===== src/design/grs_pkg.sv =====
package grs_pkg;

    localparam int NUM_RF = 8;
    localparam int NUM_PGA = 5;
    localparam int LOG_STEPS = 16;

    localparam int LOG_LAT = LOG_STEPS + 1;
    localparam int EXP_LAT = LOG_STEPS + 6;
    localparam int SEL_LAT = 3;
    localparam int TOTAL_LAT = LOG_LAT + EXP_LAT + SEL_LAT;

    localparam logic [27:0] TARGET_MAX = 28'hFFFFFFF;
    localparam logic [27:0] ERR_LIMIT = 28'd16000000;
    localparam logic [31:0] REF_FREQ = 32'd1000;

    localparam logic CFG_CG_MAX = 1'b0;
    localparam logic CFG_CG_MIN = 1'b1;

    localparam logic [17:0] RF_OHMS [NUM_RF] = '{
        18'd200, 18'd1000, 18'd5000, 18'd10000,
        18'd20000, 18'd40000, 18'd80000, 18'd160000
    };
    localparam logic [4:0] PGA_HALVES [NUM_PGA] = '{5'd2, 5'd3, 5'd4, 5'd8, 5'd18};

    typedef enum logic [1:0] {
        SEQ_IDLE,
        SEQ_NORM,
        SEQ_SQ
    } seq_state_t;

    typedef struct packed {
        logic [4:0]  n;
        logic [30:0] m;
    } norm_t;

    typedef struct packed {
        logic        hi;
        logic [30:0] m;
    } sq_t;

    typedef struct packed {
        logic signed [21:0] d;
        logic [20:0]        lmax;
        logic signed [21:0] offs;
    } cfg_log_t;

    typedef logic [LOG_STEPS-1:0][31:0] ctab_t;

    // Leading-one search and normalization of a word to Q1.30.
    function automatic norm_t log_norm(input logic [31:0] x);
        logic [31:0] v;
        logic [4:0]  n;
        norm_t       r;
        v = (x == 32'd0) ? 32'd1 : x;
        n = 5'd0;
        for (int b = 0; b < 32; b++)
        begin
            if (v[b])
            begin
                n = 5'(b);
            end
        end
        if (n == 5'd31)
        begin
            r.m = v[31:1];
        end
        else
        begin
            r.m = 31'(v << (5'd30 - n));
        end
        r.n = n;
        return r;
    endfunction

    // One squaring step of the bitwise logarithm.
    function automatic sq_t log_sq(input logic [30:0] m);
        logic [61:0] p;
        logic [31:0] s;
        sq_t         r;
        p = 62'(m) * 62'(m);
        s = p[61:30];
        r.hi = s[31];
        r.m = s[31] ? s[31:1] : s[30:0];
        return r;
    endfunction

    function automatic logic [63:0] isqrt64(input logic [63:0] v_in);
        logic [63:0] v;
        logic [63:0] res;
        logic [63:0] bt;
        v = v_in;
        res = 64'd0;
        bt = 64'd1 << 62;
        for (int i = 0; i < 32; i++)
        begin
            if (v >= res + bt)
            begin
                v = v - (res + bt);
                res = (res >> 1) + bt;
            end
            else
            begin
                res = res >> 1;
            end
            bt = bt >> 2;
        end
        return res;
    endfunction

    // Roots 2^(2^-k) in Q1.30, entry k-1 for k = 1..16.
    function automatic ctab_t make_ctab();
        logic [63:0] c;
        ctab_t       t;
        c = 64'd1 << 31;
        for (int k = 0; k < LOG_STEPS; k++)
        begin
            c = isqrt64(c << 30);
            t[k] = c[31:0];
        end
        return t;
    endfunction

    localparam ctab_t C_TAB = make_ctab();

    function automatic logic [21:0] grs_prod(input logic [2:0] i, input logic [2:0] j);
        return 22'(RF_OHMS[i]) * 22'(PGA_HALVES[j]);
    endfunction

endpackage


===== src/design/grs_select.sv =====
module grs_select
    import grs_pkg::*;
(
    input  logic        clk,
    input  logic        rst_n,
    input  logic        in_valid,
    input  logic [27:0] target,
    output logic        done,
    output logic [2:0]  rf_index,
    output logic [2:0]  pga_index,
    output logic [21:0] closest_gain,
    output logic        found
);

    logic        va_reg, vb_reg, done_reg;
    logic [27:0] err_reg [NUM_RF][NUM_PGA];
    logic [27:0] row_err_reg [NUM_RF];
    logic [2:0]  row_j_reg [NUM_RF];
    logic [27:0] row_err_next [NUM_RF];
    logic [2:0]  row_j_next [NUM_RF];
    logic [2:0]  rf_reg, rf_next;
    logic [2:0]  pga_reg, pga_next;
    logic [21:0] gain_reg, gain_next;
    logic        found_reg, found_next;
    logic [27:0] best;

    always_ff @(posedge clk or negedge rst_n)
    begin
        if (!rst_n)
        begin
            va_reg <= 1'b0;
            vb_reg <= 1'b0;
            done_reg <= 1'b0;
        end
        else
        begin
            va_reg <= in_valid;
            vb_reg <= va_reg;
            done_reg <= vb_reg;
        end
    end

    for (genvar i = 0; i < NUM_RF; i++)
    begin : g_row
        for (genvar j = 0; j < NUM_PGA; j++)
        begin : g_col
            localparam logic [27:0] PQ4 = 28'(grs_prod(3'(i), 3'(j))) << 3;
            always_ff @(posedge clk)
            begin
                err_reg[i][j] <= (target > PQ4) ? target - PQ4 : PQ4 - target;
            end
        end
    end

    always_comb
    begin
        for (int i = 0; i < NUM_RF; i++)
        begin
            row_err_next[i] = err_reg[i][0];
            row_j_next[i] = 3'd0;
            for (int j = 1; j < NUM_PGA; j++)
            begin
                if (err_reg[i][j] < row_err_next[i])
                begin
                    row_err_next[i] = err_reg[i][j];
                    row_j_next[i] = 3'(j);
                end
            end
        end
    end

    always_comb
    begin
        best = ERR_LIMIT;
        found_next = 1'b0;
        rf_next = 3'd0;
        pga_next = 3'd0;
        for (int i = 0; i < NUM_RF; i++)
        begin
            if (row_err_reg[i] < best)
            begin
                best = row_err_reg[i];
                found_next = 1'b1;
                rf_next = 3'(i);
                pga_next = row_j_reg[i];
            end
        end
        gain_next = found_next ? grs_prod(rf_next, pga_next) : 22'd0;
    end

    always_ff @(posedge clk)
    begin
        for (int i = 0; i < NUM_RF; i++)
        begin
            row_err_reg[i] <= row_err_next[i];
            row_j_reg[i] <= row_j_next[i];
        end
        rf_reg <= rf_next;
        pga_reg <= pga_next;
        gain_reg <= gain_next;
        found_reg <= found_next;
    end

    assign done = done_reg;
    assign rf_index = rf_reg;
    assign pga_index = pga_reg;
    assign closest_gain = gain_reg;
    assign found = found_reg;

endmodule


===== config.mk =====
export PLATFORM = sky130hd
export DESIGN_NAME = grs_select
export DESIGN_NICKNAME = d
export VERILOG_FILES = /design/src/design/grs_pkg.sv /design/src/design/grs_select.sv
export SDC_FILE = /design/constraint.sdc
export NUM_CORES = 2
export LEC_CHECK = 0
export ABC_AREA = 1
export BUFFER_PORTS_ARGS = -buffer_cell sky130_fd_sc_hd__clkbuf_2
export CAP_MARGIN = 20
export CORE_ASPECT_RATIO = 1.5
export CORE_MARGIN = 4
export CORE_UTILIZATION = 37
export CTS_CLUSTER_SIZE = 25
export DETAILED_ROUTE_END_ITERATION = 8
export GPL_TIMING_DRIVEN = 1
export PLACE_DENSITY = 0.56
export SKIP_LAST_GASP = 1
export SLEW_MARGIN = 20
export SYNTH_ARGS = -nofsm -noshare
export SYNTH_HDL_FRONTEND = slang
export SYNTH_SLANG_ARGS = --single-unit

===== constraint.sdc =====
create_clock -name clk -period 25.3 [get_ports clk]
set_input_delay 5.06 -clock clk [delete_from_list [all_inputs] [get_ports clk]]
set_output_delay 5.06 -clock clk [all_outputs]
set_load 0.01 [all_outputs]

# Word-level counts from Yosys, hierarchy flattened
# Memories as Yosys holds them, arrays and structs flattened.
# Index checks and enable logic that the tools add are counted.
# classes
bitwise	2
add_sub_neg	60
magnitude_cmp	72
shifts	0
n_reduce_logical	0
n_div	0
n_eq_ne	0
n_mux	128
mul	1
# op_table
operator	n
28-bit 2-to-1 mux	69
28-bit < comparator	39
28-bit by 15-bit greater-than comparator with 1-bit output, second input constant	3
28-bit by 18-bit greater-than comparator with 1-bit output, second input constant	3
28-bit by 20-bit greater-than comparator with 1-bit output, second input constant	3
28-bit by 21-bit greater-than comparator with 1-bit output, second input constant	3
28-bit by 22-bit greater-than comparator with 1-bit output, second input constant	3
15-bit by 28-bit subtractor with 28-bit output, first input constant	3
18-bit by 28-bit subtractor with 28-bit output, first input constant	3
20-bit by 28-bit subtractor with 28-bit output, first input constant	3
21-bit by 28-bit subtractor with 28-bit output, first input constant	3
22-bit by 28-bit subtractor with 28-bit output, first input constant	3
28-bit by 15-bit subtractor with 28-bit output, second input constant	3
28-bit by 18-bit subtractor with 28-bit output, second input constant	3
28-bit by 20-bit subtractor with 28-bit output, second input constant	3
28-bit by 21-bit subtractor with 28-bit output, second input constant	3
28-bit by 22-bit subtractor with 28-bit output, second input constant	3
3-bit 2-to-1 mux	24
28-bit by 13-bit greater-than comparator with 1-bit output, second input constant	2
28-bit by 14-bit greater-than comparator with 1-bit output, second input constant	2
28-bit by 17-bit greater-than comparator with 1-bit output, second input constant	2
28-bit by 19-bit greater-than comparator with 1-bit output, second input constant	2
28-bit by 23-bit greater-than comparator with 1-bit output, second input constant	2
28-bit by 24-bit greater-than comparator with 1-bit output, second input constant	2
other kinds (29)	74
# totals
output_inout_bits	30
mem_bits_rw	1368
romBits	184
n_memories	5
word_cells	275
latchBits	0
ff_bits	32
in_bits	31
# mem_list
memory	words	word_bits	read_ports	rd_ports_with_merged_regs	write_ports	line	source
err_reg	8	140	8	0	8	grs_select.sv:16	logic [27:0] err_reg [NUM_RF][NUM_PGA];
row_err_reg	8	28	8	0	8	grs_select.sv:17	logic [27:0] row_err_reg [NUM_RF];
(no name shown)	8	18	1	0	0	grs_pkg.sv:126	return 22'(RF_OHMS[i]) * 22'(PGA_HALVES[j]);
(no name shown)	8	5	1	0	0	grs_pkg.sv:126	
row_j_reg	8	3	8	0	8	grs_select.sv:18	logic [2:0] row_j_reg [NUM_RF];

# Logic depth before layout (Yosys ltp)
# An unclocked memory read counts as a cell.
# logic_depth
word_depth	22
depth_mapped	162
mapped_depth_nobuf	151

# Worst setup path before layout
# Ideal clock, no wire load.
# synth_timing
path_type	register to register
start	memory row_err_reg[0][15]
end	register gain_reg[21], in the netlist closest_gain[21]
setup_slack_ns	6.030
t_arrival_ns	19.206
n_path_buf	12
t_required_ns	25.236
setup_time_ns	0.064
synth_period_minus_slack_ns	19.270
path_stages_with_launch	156
path_cell_list	dfxtp_1 > nor2_1 > nand2_1 > nand2_1 > nand3_1 > nand2_1 > nand3_4 > clkinv_1 > clkbuf_1 > nand2_1 > ha_1 > nand2_1 > nor2_1 > and2_1 > nand2_1 > nand3_1 > nand2_1 > nand2_2 > (+120 left out) > nor2_1 > nor2_1 > nor2_1 > nor2_1 > nor2_1 > o21ai_0 > nand2_1 > a21oi_1 > o21bai_1 > a21oi_1 > o21bai_1 > a21oi_1 > o21bai_1 > xor2_1 > inv_1 > nand4_1 > nand2_1 > nor2_1
# synth_lines
item	line	source
from (decl)	grs_select.sv:17	
to (signal assigned)	grs_select.sv:100	gain_reg <= gain_next;
to (decl)	grs_select.sv:23	logic [21:0] gain_reg, gain_next;

==> impl_metrics.env <==
export IMPL_outcome="complete, no violations"
export IMPL_fin_ws_ns=2.07
export IMPL_seq_area_um2=21600
export IMPL_cts_tree="yes"
export IMPL_min_from="va_reg"
export IMPL_tightest_slew_ns=1.43
export IMPL_yosysUniqueCellTypes=69
export IMPL_drtAntennaViolNets=0
export IMPL_synthMostInstantiatedCell="nand2_1"
export IMPL_post_place_ws_ns=1.41
export IMPL_yosysTopAreaCell="dfxtp_1"
export IMPL_drt_wl_total_um=493000
export IMPL_grt_pass1_wl_um=662000
export IMPL_drtPass1Iterations=7
export IMPL_area_growth_pct=11.2
export IMPL_path_common_cell="nand2_1"
export IMPL_worst_r2r_setup_slack_ns=2.07
export IMPL_antenna_found_initial=55
export IMPL_gr_max_usage_layer="met2"
export IMPL_timing_rr_end="closest_gain[21]"
export IMPL_die_width_um=382
export IMPL_arrival_ns=23.97
export IMPL_vias=83600
export IMPL_fin_cells=14000
export IMPL_worstSetupPathType="reg -> reg"
export IMPL_die_area_um2=218000
export IMPL_startpoint_type="flip-flop"
export IMPL_grt_pass1_vias=81000
export IMPL_grt_use_met2=0.709
export IMPL_cts_htree_levels=3
export IMPL_placedCellCount=13700
export IMPL_synthTopCellsByCount="2,714 x nand2_1, 1,696 x o21ai_0, 1,078 x ha_1, 1,076 x dfxtp_1, 931 x inv_1"
export IMPL_rows=205
export IMPL_synth_area_top_cells="dfxtp_1 28%, ha_1 17%, nand2_1 13%"
export IMPL_place_congestion=1.10
export IMPL_worstHoldPathType="reg -> reg"
export IMPL_multiInputGateArea_um2=51000
export IMPL_use_met1=0.446
export IMPL_clock_skew_ns=0.0506
export IMPL_syn_cell_area_um2=77800
export IMPL_cts_root_buf="clkbuf_16"
export IMPL_yosysTopAreaCellShare=0.277
export IMPL_layout_drive_gt1_share=0.0625
export IMPL_numCtsBuffers=116
export IMPL_rr_startpoint="row_err_reg[0][26]"
export IMPL_drv_slew=0
export IMPL_finalCritPeriodShare=0.918
export IMPL_max_cap_violations=0
export IMPL_post_dp_hpwl_um=389000
export IMPL_yosysSeqAreaShare=0.278
export IMPL_cts_reportedPaths_clkPinSlew_ns=0.07
export IMPL_clockBufferDepth=3
export IMPL_fin_crit_ns=23.23
export IMPL_critPathLaunch="row_err_reg[0][26]"
export IMPL_hold_end="vb_reg"
export IMPL_clkSinkCount=1079
export IMPL_cp_top_family="simple AND/OR/NAND/NOR gates"
export IMPL_clock_latency_ns=0.81
export IMPL_nFillCells=21900
export IMPL_crit_slowest_cell="o21ai_0"
export IMPL_drt_wirelength_per_cell_um=35.3
export IMPL_cp_max_fo=63
export IMPL_max_freq_ghz=0.0430
export IMPL_cts_repair_resized=0
export IMPL_finalSetupViolations=0
export IMPL_drt_iter0_drc=8674
export IMPL_cts_setup_buffers=0
export IMPL_synth_edff_count=0
export IMPL_ys_ff_latch=1079
export IMPL_cp_slowest_stage_delay_ns=0.87
export IMPL_synth_warning_count=0
export IMPL_hold_violations=0
export IMPL_synthCells=11100
export IMPL_grt_max_degree=64
export IMPL_core_um2=209000
export IMPL_setup_worst_path_end_class="flip-flop"
export IMPL_grt_overflow_total=0
export IMPL_r2r_cells=129
export IMPL_numPortBuffers=57
export IMPL_grtUsageMet3=0.115
export IMPL_grt_use_total=0.440
export IMPL_largest_reg_flops=810
export IMPL_hold_depth=0
export IMPL_synth_async_reset_ratio=0.00278
export IMPL_drc=0
export IMPL_cts_hold_fix_buffers=0
export IMPL_max_slew_margin_rel=0.0466
export IMPL_start_util=0.373
export IMPL_syn_area_per_cell_um2=7.04
export IMPL_fin_setup_tns_ns=0
export IMPL_synth_ff_type="dfxtp_1"
export IMPL_io_pins=61
export IMPL_rsz0062_at_grt="false"
export IMPL_cp_required_ns=26.04
export IMPL_finalNetCount=12200
export IMPL_avgViaCountPerCell=5.99
export IMPL_chipHeight_um=570
export IMPL_cp_buffers_inverters=12
[how the worst max path moves through the flow]
stage	end	slack (ns)	cells past startpoint
6_report	closest_gain[21]	2.07	129
5_1_grt	closest_gain[21]	0.09	136
4_1_cts	closest_gain[21]	1.32	131
3_5_place_dp	closest_gain[21]	1.41	131
3_3_place_gp	closest_gain[21]	1.20	134
2_1_floorplan	closest_gain[21]	6.03	155
[stage by stage]
step | hold slack (ns) | utilization | area, um2
6_report | 0.362 | 0.415 | 86500
5_1_grt | 0.366 | 0.414 | 86400
4_1_cts | 0.361 | 0.413 | 86100
3_5_place_dp | 0.336 | 0.393 | 82000
3_3_place_gp | 0.342 | 0.393 | 82000
2_1_floorplan | 0.331 | - | 77900
[area by class of cell]
cell class	count	share of cell area
multi-input cells	8504	0.590
flip-flops and latches	1079	0.250
inverters	973	0.0423
well taps	2794	0.0404
clock buffers	152	0.0373
repair buffers	345	0.0290
clock inverters	65	0.0103
diodes	42	0.00121
[cells in the final DEF (no fill, tap or decap), drive strengths merged, types with 14 or more instances in the layout]
master / Yosys / layout
nand2: 2736 / 2736
o21ai: 1712 / 1712
ha: 1078 / 1078
dfxtp: 1076 / 1076
inv: 945 / 946
nor2: 701 / 701
a21oi: 648 / 648
xor2: 489 / 489
buf: 49 / 291
nand3: 271 / 271
clkbuf: 451 / 206
nand4: 149 / 149
nor3: 132 / 132
a211oi: 74 / 74
o211ai: 67 / 67
clkinv: 28 / 65
o221ai: 62 / 62
diode: 0 / 42
o31ai: 38 / 38
fa: 38 / 38
nor4: 36 / 36
o21a: 33 / 33
a31oi: 28 / 28
a221oi: 21 / 21
mux2i: 18 / 18
o22ai: 17 / 17
o21bai: 16 / 16
bufinv: 0 / 14
[cell families after synthesis]
family | count (synthesis) | share of synthesized area
DFF | 1079 | 0.278
buffers and inverters | 1473 | 0.0715
AOI/OAI and AO/OA | 2807 | 0.198
other | 2 | 0.0000965
and+or+nand+nor | 4057 | 0.211
muxes | 20 | 0.00260
xor gates and xnor gates | 497 | 0.0559
adders and majority gates | 1116 | 0.183
[routing by layer]
layer	wire length, um	part of all wire
met5	181	0.00037
met1	167000	0.34
met4	66600	0.14
met3	39500	0.080
met2	219000	0.45
Power is not shown: default switching activity piles up to over one toggle a cycle in this logic, so the estimate is an artifact.
