### src/design/grs_pkg.sv
package grs_pkg;

    localparam int NUM_RF = 8;
    localparam int NUM_PGA = 5;
    localparam int LOG_STEPS = 16;

    localparam int LOG_LAT = LOG_STEPS + 1;
    localparam int EXP_LAT = LOG_STEPS + 6;
    localparam int SEL_LAT = 3;
    localparam int TOTAL_LAT = LOG_LAT + EXP_LAT + SEL_LAT;

    localparam logic [27:0] TARGET_MAX = 28'hFFFFFFF;
    localparam logic [27:0] ERR_LIMIT = 28'd16000000;
    localparam logic [31:0] REF_FREQ = 32'd1000;

    localparam logic CFG_CG_MAX = 1'b0;
    localparam logic CFG_CG_MIN = 1'b1;

    localparam logic [17:0] RF_OHMS [NUM_RF] = '{
        18'd200, 18'd1000, 18'd5000, 18'd10000,
        18'd20000, 18'd40000, 18'd80000, 18'd160000
    };
    localparam logic [4:0] PGA_HALVES [NUM_PGA] = '{5'd2, 5'd3, 5'd4, 5'd8, 5'd18};

    typedef enum logic [1:0] {
        SEQ_IDLE,
        SEQ_NORM,
        SEQ_SQ
    } seq_state_t;

    typedef struct packed {
        logic [4:0]  n;
        logic [30:0] m;
    } norm_t;

    typedef struct packed {
        logic        hi;
        logic [30:0] m;
    } sq_t;

    typedef struct packed {
        logic signed [21:0] d;
        logic [20:0]        lmax;
        logic signed [21:0] offs;
    } cfg_log_t;

    typedef logic [LOG_STEPS-1:0][31:0] ctab_t;

    // Leading-one search and normalization of a word to Q1.30.
    function automatic norm_t log_norm(input logic [31:0] x);
        logic [31:0] v;
        logic [4:0]  n;
        norm_t       r;
        v = (x == 32'd0) ? 32'd1 : x;
        n = 5'd0;
        for (int b = 0; b < 32; b++)
        begin
            if (v[b])
            begin
                n = 5'(b);
            end
        end
        if (n == 5'd31)
        begin
            r.m = v[31:1];
        end
        else
        begin
            r.m = 31'(v << (5'd30 - n));
        end
        r.n = n;
        return r;
    endfunction

    // One squaring step of the bitwise logarithm.
    function automatic sq_t log_sq(input logic [30:0] m);
        logic [61:0] p;
        logic [31:0] s;
        sq_t         r;
        p = 62'(m) * 62'(m);
        s = p[61:30];
        r.hi = s[31];
        r.m = s[31] ? s[31:1] : s[30:0];
        return r;
    endfunction

    function automatic logic [63:0] isqrt64(input logic [63:0] v_in);
        logic [63:0] v;
        logic [63:0] res;
        logic [63:0] bt;
        v = v_in;
        res = 64'd0;
        bt = 64'd1 << 62;
        for (int i = 0; i < 32; i++)
        begin
            if (v >= res + bt)
            begin
                v = v - (res + bt);
                res = (res >> 1) + bt;
            end
            else
            begin
                res = res >> 1;
            end
            bt = bt >> 2;
        end
        return res;
    endfunction

    // Roots 2^(2^-k) in Q1.30, entry k-1 for k = 1..16.
    function automatic ctab_t make_ctab();
        logic [63:0] c;
        ctab_t       t;
        c = 64'd1 << 31;
        for (int k = 0; k < LOG_STEPS; k++)
        begin
            c = isqrt64(c << 30);
            t[k] = c[31:0];
        end
        return t;
    endfunction

    localparam ctab_t C_TAB = make_ctab();

    function automatic logic [21:0] grs_prod(input logic [2:0] i, input logic [2:0] j);
        return 22'(RF_OHMS[i]) * 22'(PGA_HALVES[j]);
    endfunction

endpackage

### src/design/grs_cfg_log.sv
module grs_cfg_log
    import grs_pkg::*;
(
    input  logic        clk,
    input  logic        rst_n,
    input  logic        cfg_we,
    input  logic        cfg_index,
    input  logic [31:0] cfg_data,
    output logic        busy,
    output cfg_log_t    cfg_log
);

    seq_state_t  state_reg, state_next;
    logic [1:0]  sel_reg, sel_next;
    logic [3:0]  step_reg, step_next;
    logic [4:0]  n_reg, n_next;
    logic [30:0] m_reg, m_next;
    logic [15:0] frac_reg, frac_next;
    logic [31:0] cg_max_reg, cg_max_next;
    logic [31:0] cg_min_reg, cg_min_next;
    logic [20:0] l_ref_reg, l_ref_next;
    logic [20:0] l_max_reg, l_max_next;
    logic [20:0] l_min_reg, l_min_next;
    logic [31:0] operand;
    logic [20:0] result;
    norm_t       nrm;
    sq_t         sq;

    always_ff @(posedge clk or negedge rst_n)
    begin
        if (!rst_n)
        begin
            state_reg  <= SEQ_NORM;
            sel_reg    <= 2'd0;
            step_reg   <= 4'd0;
            cg_max_reg <= 32'd160000;
            cg_min_reg <= 32'd200;
        end
        else
        begin
            state_reg  <= state_next;
            sel_reg    <= sel_next;
            step_reg   <= step_next;
            cg_max_reg <= cg_max_next;
            cg_min_reg <= cg_min_next;
        end
    end

    always_ff @(posedge clk)
    begin
        n_reg     <= n_next;
        m_reg     <= m_next;
        frac_reg  <= frac_next;
        l_ref_reg <= l_ref_next;
        l_max_reg <= l_max_next;
        l_min_reg <= l_min_next;
    end

    always_comb
    begin
        state_next  = state_reg;
        sel_next    = sel_reg;
        step_next   = step_reg;
        n_next      = n_reg;
        m_next      = m_reg;
        frac_next   = frac_reg;
        cg_max_next = cg_max_reg;
        cg_min_next = cg_min_reg;
        l_ref_next  = l_ref_reg;
        l_max_next  = l_max_reg;
        l_min_next  = l_min_reg;

        case (sel_reg)
            2'd0:    operand = REF_FREQ;
            2'd1:    operand = cg_max_reg;
            default: operand = cg_min_reg;
        endcase
        nrm = log_norm(operand);
        sq = log_sq(m_reg);
        result = {n_reg, frac_reg[14:0], sq.hi};

        unique case (state_reg)
            SEQ_IDLE:
            begin
            end
            SEQ_NORM:
            begin
                n_next = nrm.n;
                m_next = nrm.m;
                frac_next = 16'd0;
                step_next = 4'd0;
                state_next = SEQ_SQ;
            end
            SEQ_SQ:
            begin
                m_next = sq.m;
                frac_next = {frac_reg[14:0], sq.hi};
                step_next = step_reg + 4'd1;
                if (step_reg == 4'd15)
                begin
                    case (sel_reg)
                        2'd0:    l_ref_next = result;
                        2'd1:    l_max_next = result;
                        default: l_min_next = result;
                    endcase
                    if (sel_reg == 2'd2)
                    begin
                        state_next = SEQ_IDLE;
                    end
                    else
                    begin
                        sel_next = sel_reg + 2'd1;
                        state_next = SEQ_NORM;
                    end
                end
            end
            default:
            begin
                state_next = SEQ_IDLE;
            end
        endcase

        if (cfg_we)
        begin
            unique case (cfg_index)
                CFG_CG_MAX: cg_max_next = cfg_data;
                CFG_CG_MIN: cg_min_next = cfg_data;
                default:    cg_max_next = cg_max_reg;
            endcase
            state_next = SEQ_NORM;
            sel_next = 2'd0;
        end
    end

    assign busy = (state_reg != SEQ_IDLE);
    assign cfg_log.d = $signed({1'b0, l_min_reg}) - $signed({1'b0, l_max_reg});
    assign cfg_log.lmax = l_max_reg;
    assign cfg_log.offs = 22'sd65536 - $signed({1'b0, l_ref_reg});

endmodule

### config.mk
export PLATFORM = sky130hd
export DESIGN_NAME = grs_cfg_log
export DESIGN_NICKNAME = d
export VERILOG_FILES = /design/src/design/grs_pkg.sv /design/src/design/grs_cfg_log.sv
export SDC_FILE = /design/constraint.sdc
export NUM_CORES = 2
export LEC_CHECK = 0
export ABC_AREA = 1
export ABC_CLOCK_PERIOD_IN_PS = 10000
export BUFFER_PORTS_ARGS = -buffer_cell sky130_fd_sc_hd__buf_2
export CAP_MARGIN = 5
export CORE_MARGIN = 2
export CORE_UTILIZATION = 42
export DETAILED_ROUTE_END_ITERATION = 12
export PLACE_DENSITY = 0.65
export REMOVE_ABC_BUFFERS = 1
export SYNTH_ARGS = -nofsm -noshare
export SYNTH_HDL_FRONTEND = slang
export SYNTH_SLANG_ARGS = --single-unit
### constraint.sdc
create_clock -name clk -period 10 [get_ports clk]
set_clock_uncertainty 0.05 [all_clocks]
set_input_delay 0.5 -clock clk [delete_from_list [all_inputs] [get_ports clk]]
set_output_delay 0.5 -clock clk [all_outputs]
set_load 0.05 [all_outputs]
After elaboration in Yosys (flattened, before gate mapping)
Index checks and enable logic that the tools add are counted.
{"block": "op_classes", "add_sub_neg": 5, "multipliers": 1, "eq_ne": 9, "n_shift": 1, "muxes": 46, "bitwise": 2, "n_reduce_logical": 15}
{"op": "two-way mux 5 bit", "count": 30}
{"op": "one-hot mux 32 bit (2 select lines)", "count": 1}
{"op": "multiplier 31 x 31 -> 62 bit", "count": 1}
{"op": "two-way mux 31 bit", "count": 2}
{"op": "one-hot mux 31 bit (2 select lines)", "count": 1}
{"op": "zero test 32 bit", "count": 1}
{"op": "two-way mux 32 bit", "count": 1}
{"op": "<< shifter 32 x 5 -> 31 bit", "count": 1}
{"op": "one-hot mux 15 bit (2 select lines)", "count": 1}
{"op": "subtractor 17 x 21 -> 22 bit (first input constant)", "count": 1}
{"op": "subtractor 21 x 21 -> 22 bit", "count": 1}
{"op": "two-way mux 2 bit", "count": 6}
{"op": "AND reduction 3 bit", "count": 4}
{"op": "one-hot mux 4 bit (2 select lines)", "count": 1}
{"op": "nonzero test 2 bit", "count": 4}
{"op": "one-hot mux 2 bit (3 select lines)", "count": 1}
{"op": "AND reduction 2 bit", "count": 3}
{"op": "equality test 5 bit (second input constant)", "count": 1}
{"op": "subtractor 5 bit (first input constant)", "count": 1}
{"op": "adder 4 x 1 -> 4 bit (second input constant)", "count": 1}
{"op": "equality test 2 x 1 -> 1 bit (second input constant)", "count": 2}
{"op": "equality test 2 bit (second input constant)", "count": 2}
{"op": "equality test 4 bit (second input constant)", "count": 1}
{"op": "zero test 2 bit", "count": 2}
{"op": "other kinds (6)", "count": 9}
{"block": "totals", "reg_bits": 186, "inputBits": 36, "output_inout_bits": 66, "word_cells": 90}

Longest topological paths before layout
{"block": "depth", "word_depth": 39, "mapped_depth": 49, "depth_no_buf": 46}

Least setup slack after synthesis
Ideal clock, no wire load.
{"block": "synth_timing", "kind": "reg2reg", "from": "reg m_reg[16]", "to": "reg m_reg[29], data pin", "setup_time_ps": 254, "t_arrival_ps": 7919, "t_required_ps": 9696, "path_slack_ps": 1777, "stages_incl_launch_ff": 42, "n_path_buf": 2, "synth_period_minus_slack_ps": 8223, "cell_sequence": "edfxtp_1 > clkbuf_1 > buf_1 > nand2_1 > fa_1 > inv_1 > fa_1 > inv_1 > fa_1 > fa_1 > inv_1 > fa_1 > inv_1 > fa_1 > inv_1 > fa_1 > inv_1 > fa_1 > (+6 left out) > inv_1 > o221ai_1 > a21oi_1 > o21ai_0 > a21oi_1 > o21ai_0 > nand2_1 > o211ai_1 > nand4_1 > o211ai_1 > nand2_1 > nand2_1 > nand3_1 > nand2_1 > xor2_1 > nor2_1 > a21oi_1 > nand2_1"}
{"block": "synth_via", "elab_chain_len": 3}
{"item": "from (decl)", "line_no": "grs_cfg_log.sv:17", "text": "logic [30:0] m_reg, m_next;"}
{"item": "from (signal assigned)", "line_no": "grs_cfg_log.sv:52", "text": "m_reg <= m_next;"}
{"item": "multiplier 31 x 31 -> 62 bit", "line_no": "grs_pkg.sv:80", "text": "p = 62'(m) * 62'(m);"}
{"item": "two-way mux 31 bit", "line_no": "grs_pkg.sv:83", "text": "r.m = s[31] ? s[31:1] : s[30:0];"}
{"item": "one-hot mux 31 bit (2 select lines)", "line_no": "grs_cfg_log.sv:82", "text": "unique case (state_reg)"}
{"item": "net m_next[29]", "line_no": "grs_cfg_log.sv:17"}
The timed path passes the listed nets, and every way through them passes these cells.
A chain may end at the register's enable or synchronous reset.

Worst setup path in the final report
{"block": "layout_timing", "from": "reg m_reg[17]", "to": "reg m_reg[3], data pin"}
Same word-level chain as after synthesis.

==> flow_summary.ini <==
[sta]
hold_slack_ps = 199
finalSetupTns_ps = 0
worst_pin_slew_ps = 1120
hold_viol = 0
rsz0062_at_grt = no
fin_crit_sh_pct = 94.1
max_slew_margin_pct = 25.0
clock.fmax_mhz = 106
finalSetupViolations = 0
drv_slew = 0
period_needed_ps = 9410

[yosys]
netlist_instances = 4450
synthSimpleGateAreaFrac_pct = 14.1
synth_flop_cell = edfxtp_1
synth_cell_types = 54
synth-edff-count = 114
synth_mux_area_share_pct = 0
yosysSeqAreaShare_pct = 13.9
synth_top_area_cell = fa_1
synthTopCellsByCount = 1341 x inv_1, 890 x nand2_1, 750 x fa_1, 291 x ha_1, 233 x nand3_1
yosys.area_share.adder_pct = 49.6
netlist_area_mm2 = 0.0376
ys_ff_latch = 186
postSynth.asyncResetShare_pct = 38.7
synth_top_cell_area_share_pct = 39.9
synth_compound_area_share_pct = 5.15
yosysWarnings = 0
yosysMostFrequentCell = inv_1
synth_top_family_by_area = adder cells
avgSynthCellArea_um2 = 8.46
synth-xor-area-share_pct = 2.00
synth_area_leaders = fa_1 40%, inv_1 13%, ha_1 9.7%, edfxtp_1 9.1%, nand2_1 8.9%

[die]
fp.coreArea_mm2 = 0.0886
io_pins = 102
die_w_um = 303
dieHeight_um = 303
die-area_mm2 = 0.0920
rows = 109
initial_core_util_pct = 42.5

[place]
place_congestion = 0.917
placed_cell_area_mm2 = 0.0394
hpwl_mm = 78.0
portBuffers = 101

[route]
drtIter0Drc = 2027
wl_per_cell_um = 16.7
viasPerCell = 4.95
drtPass1Iterations = 6
vias = 28000
drc = 0
wl_mm = 94.6
drtAntennaViolNets = 0

[critical_path]
cp_common_cell = fa_1
slowest_stage = edfxtp_1
crit_family = adder cells
path_class = flop to flop
cp-start-kind = flop
cp_max_fo = 17
worstPathRequired_ps = 10240
max_stage_delay_ps = 870
timing.critical_path.buf_inv = 6
arrival_ps = 9650
setup.worst_path.end_class = flop

[cts]
clock_path_buffers = 2
cts_sinks = 186
cts_buffers = 17
cts_hold_buf = 0
path_clk_slew_ps = 80
cts_tree = yes
h-tree-depth = 4
insertion_delay_ps = 450
cts-root-buf = clkbuf_16

[global_route]
antenna_found_initial = 0
grt_pass1_wl_mm = 156
grt_max_degree = 73
grt_pass1_vias = 29800
grt_overflow = 0
grt_usage_pct = 21.5

[hold_path]
hold_path.class = primary input to asynchronous set/reset pin

[layout]
diodes = 0
finalNetCount = 5564
final_area_mm2 = 0.0401
layout-drive-gt1-share_pct = 5.51
syn2layout_area_growth_pct = 6.63

[job]
cap_violations = 0

[outcome]
outcome = finished, final reports clean
-- final cells by class --
type / count / area [um^2]
Tap cell: 1165 / 1460
Timing Repair Buffer: 176 / 1130
Sequential cell: 186 / 5240
Clock buffer: 18 / 429
Clock inverter: 14 / 154
Inverter: 1345 / 5050
Fill cell: 8689 / 48500
Multi-Input combinational cell: 2761 / 26700
-- cells by family after synthesis --
group                      count (synthesis)
buffers and inverters                   1503
adders and majority gates               1041
AOI/OAI and AO/OA                        341
DFF                                      186
and+or+nand+nor                         1293
xor gates and xnor gates                  86
-- stage by stage --
step                      setup WS [ps]  utilization (%)  instances
after floorplan                    1630                -       4292
after global placement              717             44.5       5624
after detailed placement            533             44.5       5624
after CTS                           514             45.2       5656
after global routing               14.9             45.3       5665
final                               589             45.3       5665
-- worst register-to-register path: cells and delay by family (launching register included) --
family / cells / cell delay (ps)
flip-flops: 1 / 870
AND/OR/NAND/NOR: 11 / 1880
AO/OA/AOI/OAI: 11 / 1620
buffers and inverters: 6 / 580
adder cells (fa/ha/maj): 9 / 4240
-- layout by cell type, fill, tap and decap left out, types with 3 or more instances in the layout --
| cell | count |
|---|---|
| ha_1 | 290 |
| buf_12 | 5 |
| a21oi_1 | 123 |
| a21o_1 | 6 |
| nand4_1 | 12 |
| o21ai_1 | 13 |
| a22oi_1 | 25 |
| buf_4 | 70 |
| clkinv_8 | 4 |
| o21bai_1 | 4 |
| or2_2 | 8 |
| xnor2_1 | 34 |
| buf_2 | 101 |
| nand3_1 | 233 |
| edfxtp_1 | 114 |
| nand3b_1 | 3 |
| nor2_2 | 5 |
| dfstp_2 | 9 |
| clkbuf_16 | 17 |
| clkinv_4 | 3 |
| nor2_1 | 108 |
| nor3_1 | 18 |
| fa_1 | 750 |
| o21ai_0 | 116 |
| a22o_1 | 3 |
| inv_1 | 1341 |
| a31oi_1 | 5 |
| o21a_1 | 11 |
| inv_6 | 4 |
| o211ai_1 | 15 |
| xor2_1 | 51 |
| dfrtp_1 | 63 |
| nand2_2 | 4 |
| nand2_1 | 889 |
| a21boi_0 | 3 |
| o221ai_1 | 5 |
-- path summary, 6_finish.rpt --
check | from | end | slack, ps | cells after the start
max | m_reg[17] | m_reg[3] | 590 | 37
min | rst_n | cg_min_reg[25] | 200 | 2
max reg2reg | m_reg[17] | m_reg[3] | 590 | 37
min reg2reg | n_reg[0] | l_min_reg[16] | 430 | 0
max in group asynchronous | rst_n | state_reg[1] | 9100 | 2
min in group clk | cfg_data[3] | cg_min_reg[3] | 240 | 3
-- routing by layer --
layer	up-vias	wire, um	track usage, %	part of all wire, %
li1	13100	-	-	-
met1	13900	40000	29.1	42
met2	828	47000	36.9	50
met3	156	5050	1.98	5.3
met4	0	2570	6.09	2.7
met5	-	0	0	0
-- what timing repair did --
item | CTS | global route
setup buffers | 0 | 9
endpoints found under the setup margin | 0 | 10
resized for setup | 0 | 0
Power is not shown: default switching activity piles up to over one toggle a cycle in this logic, so the estimate is an artifact.
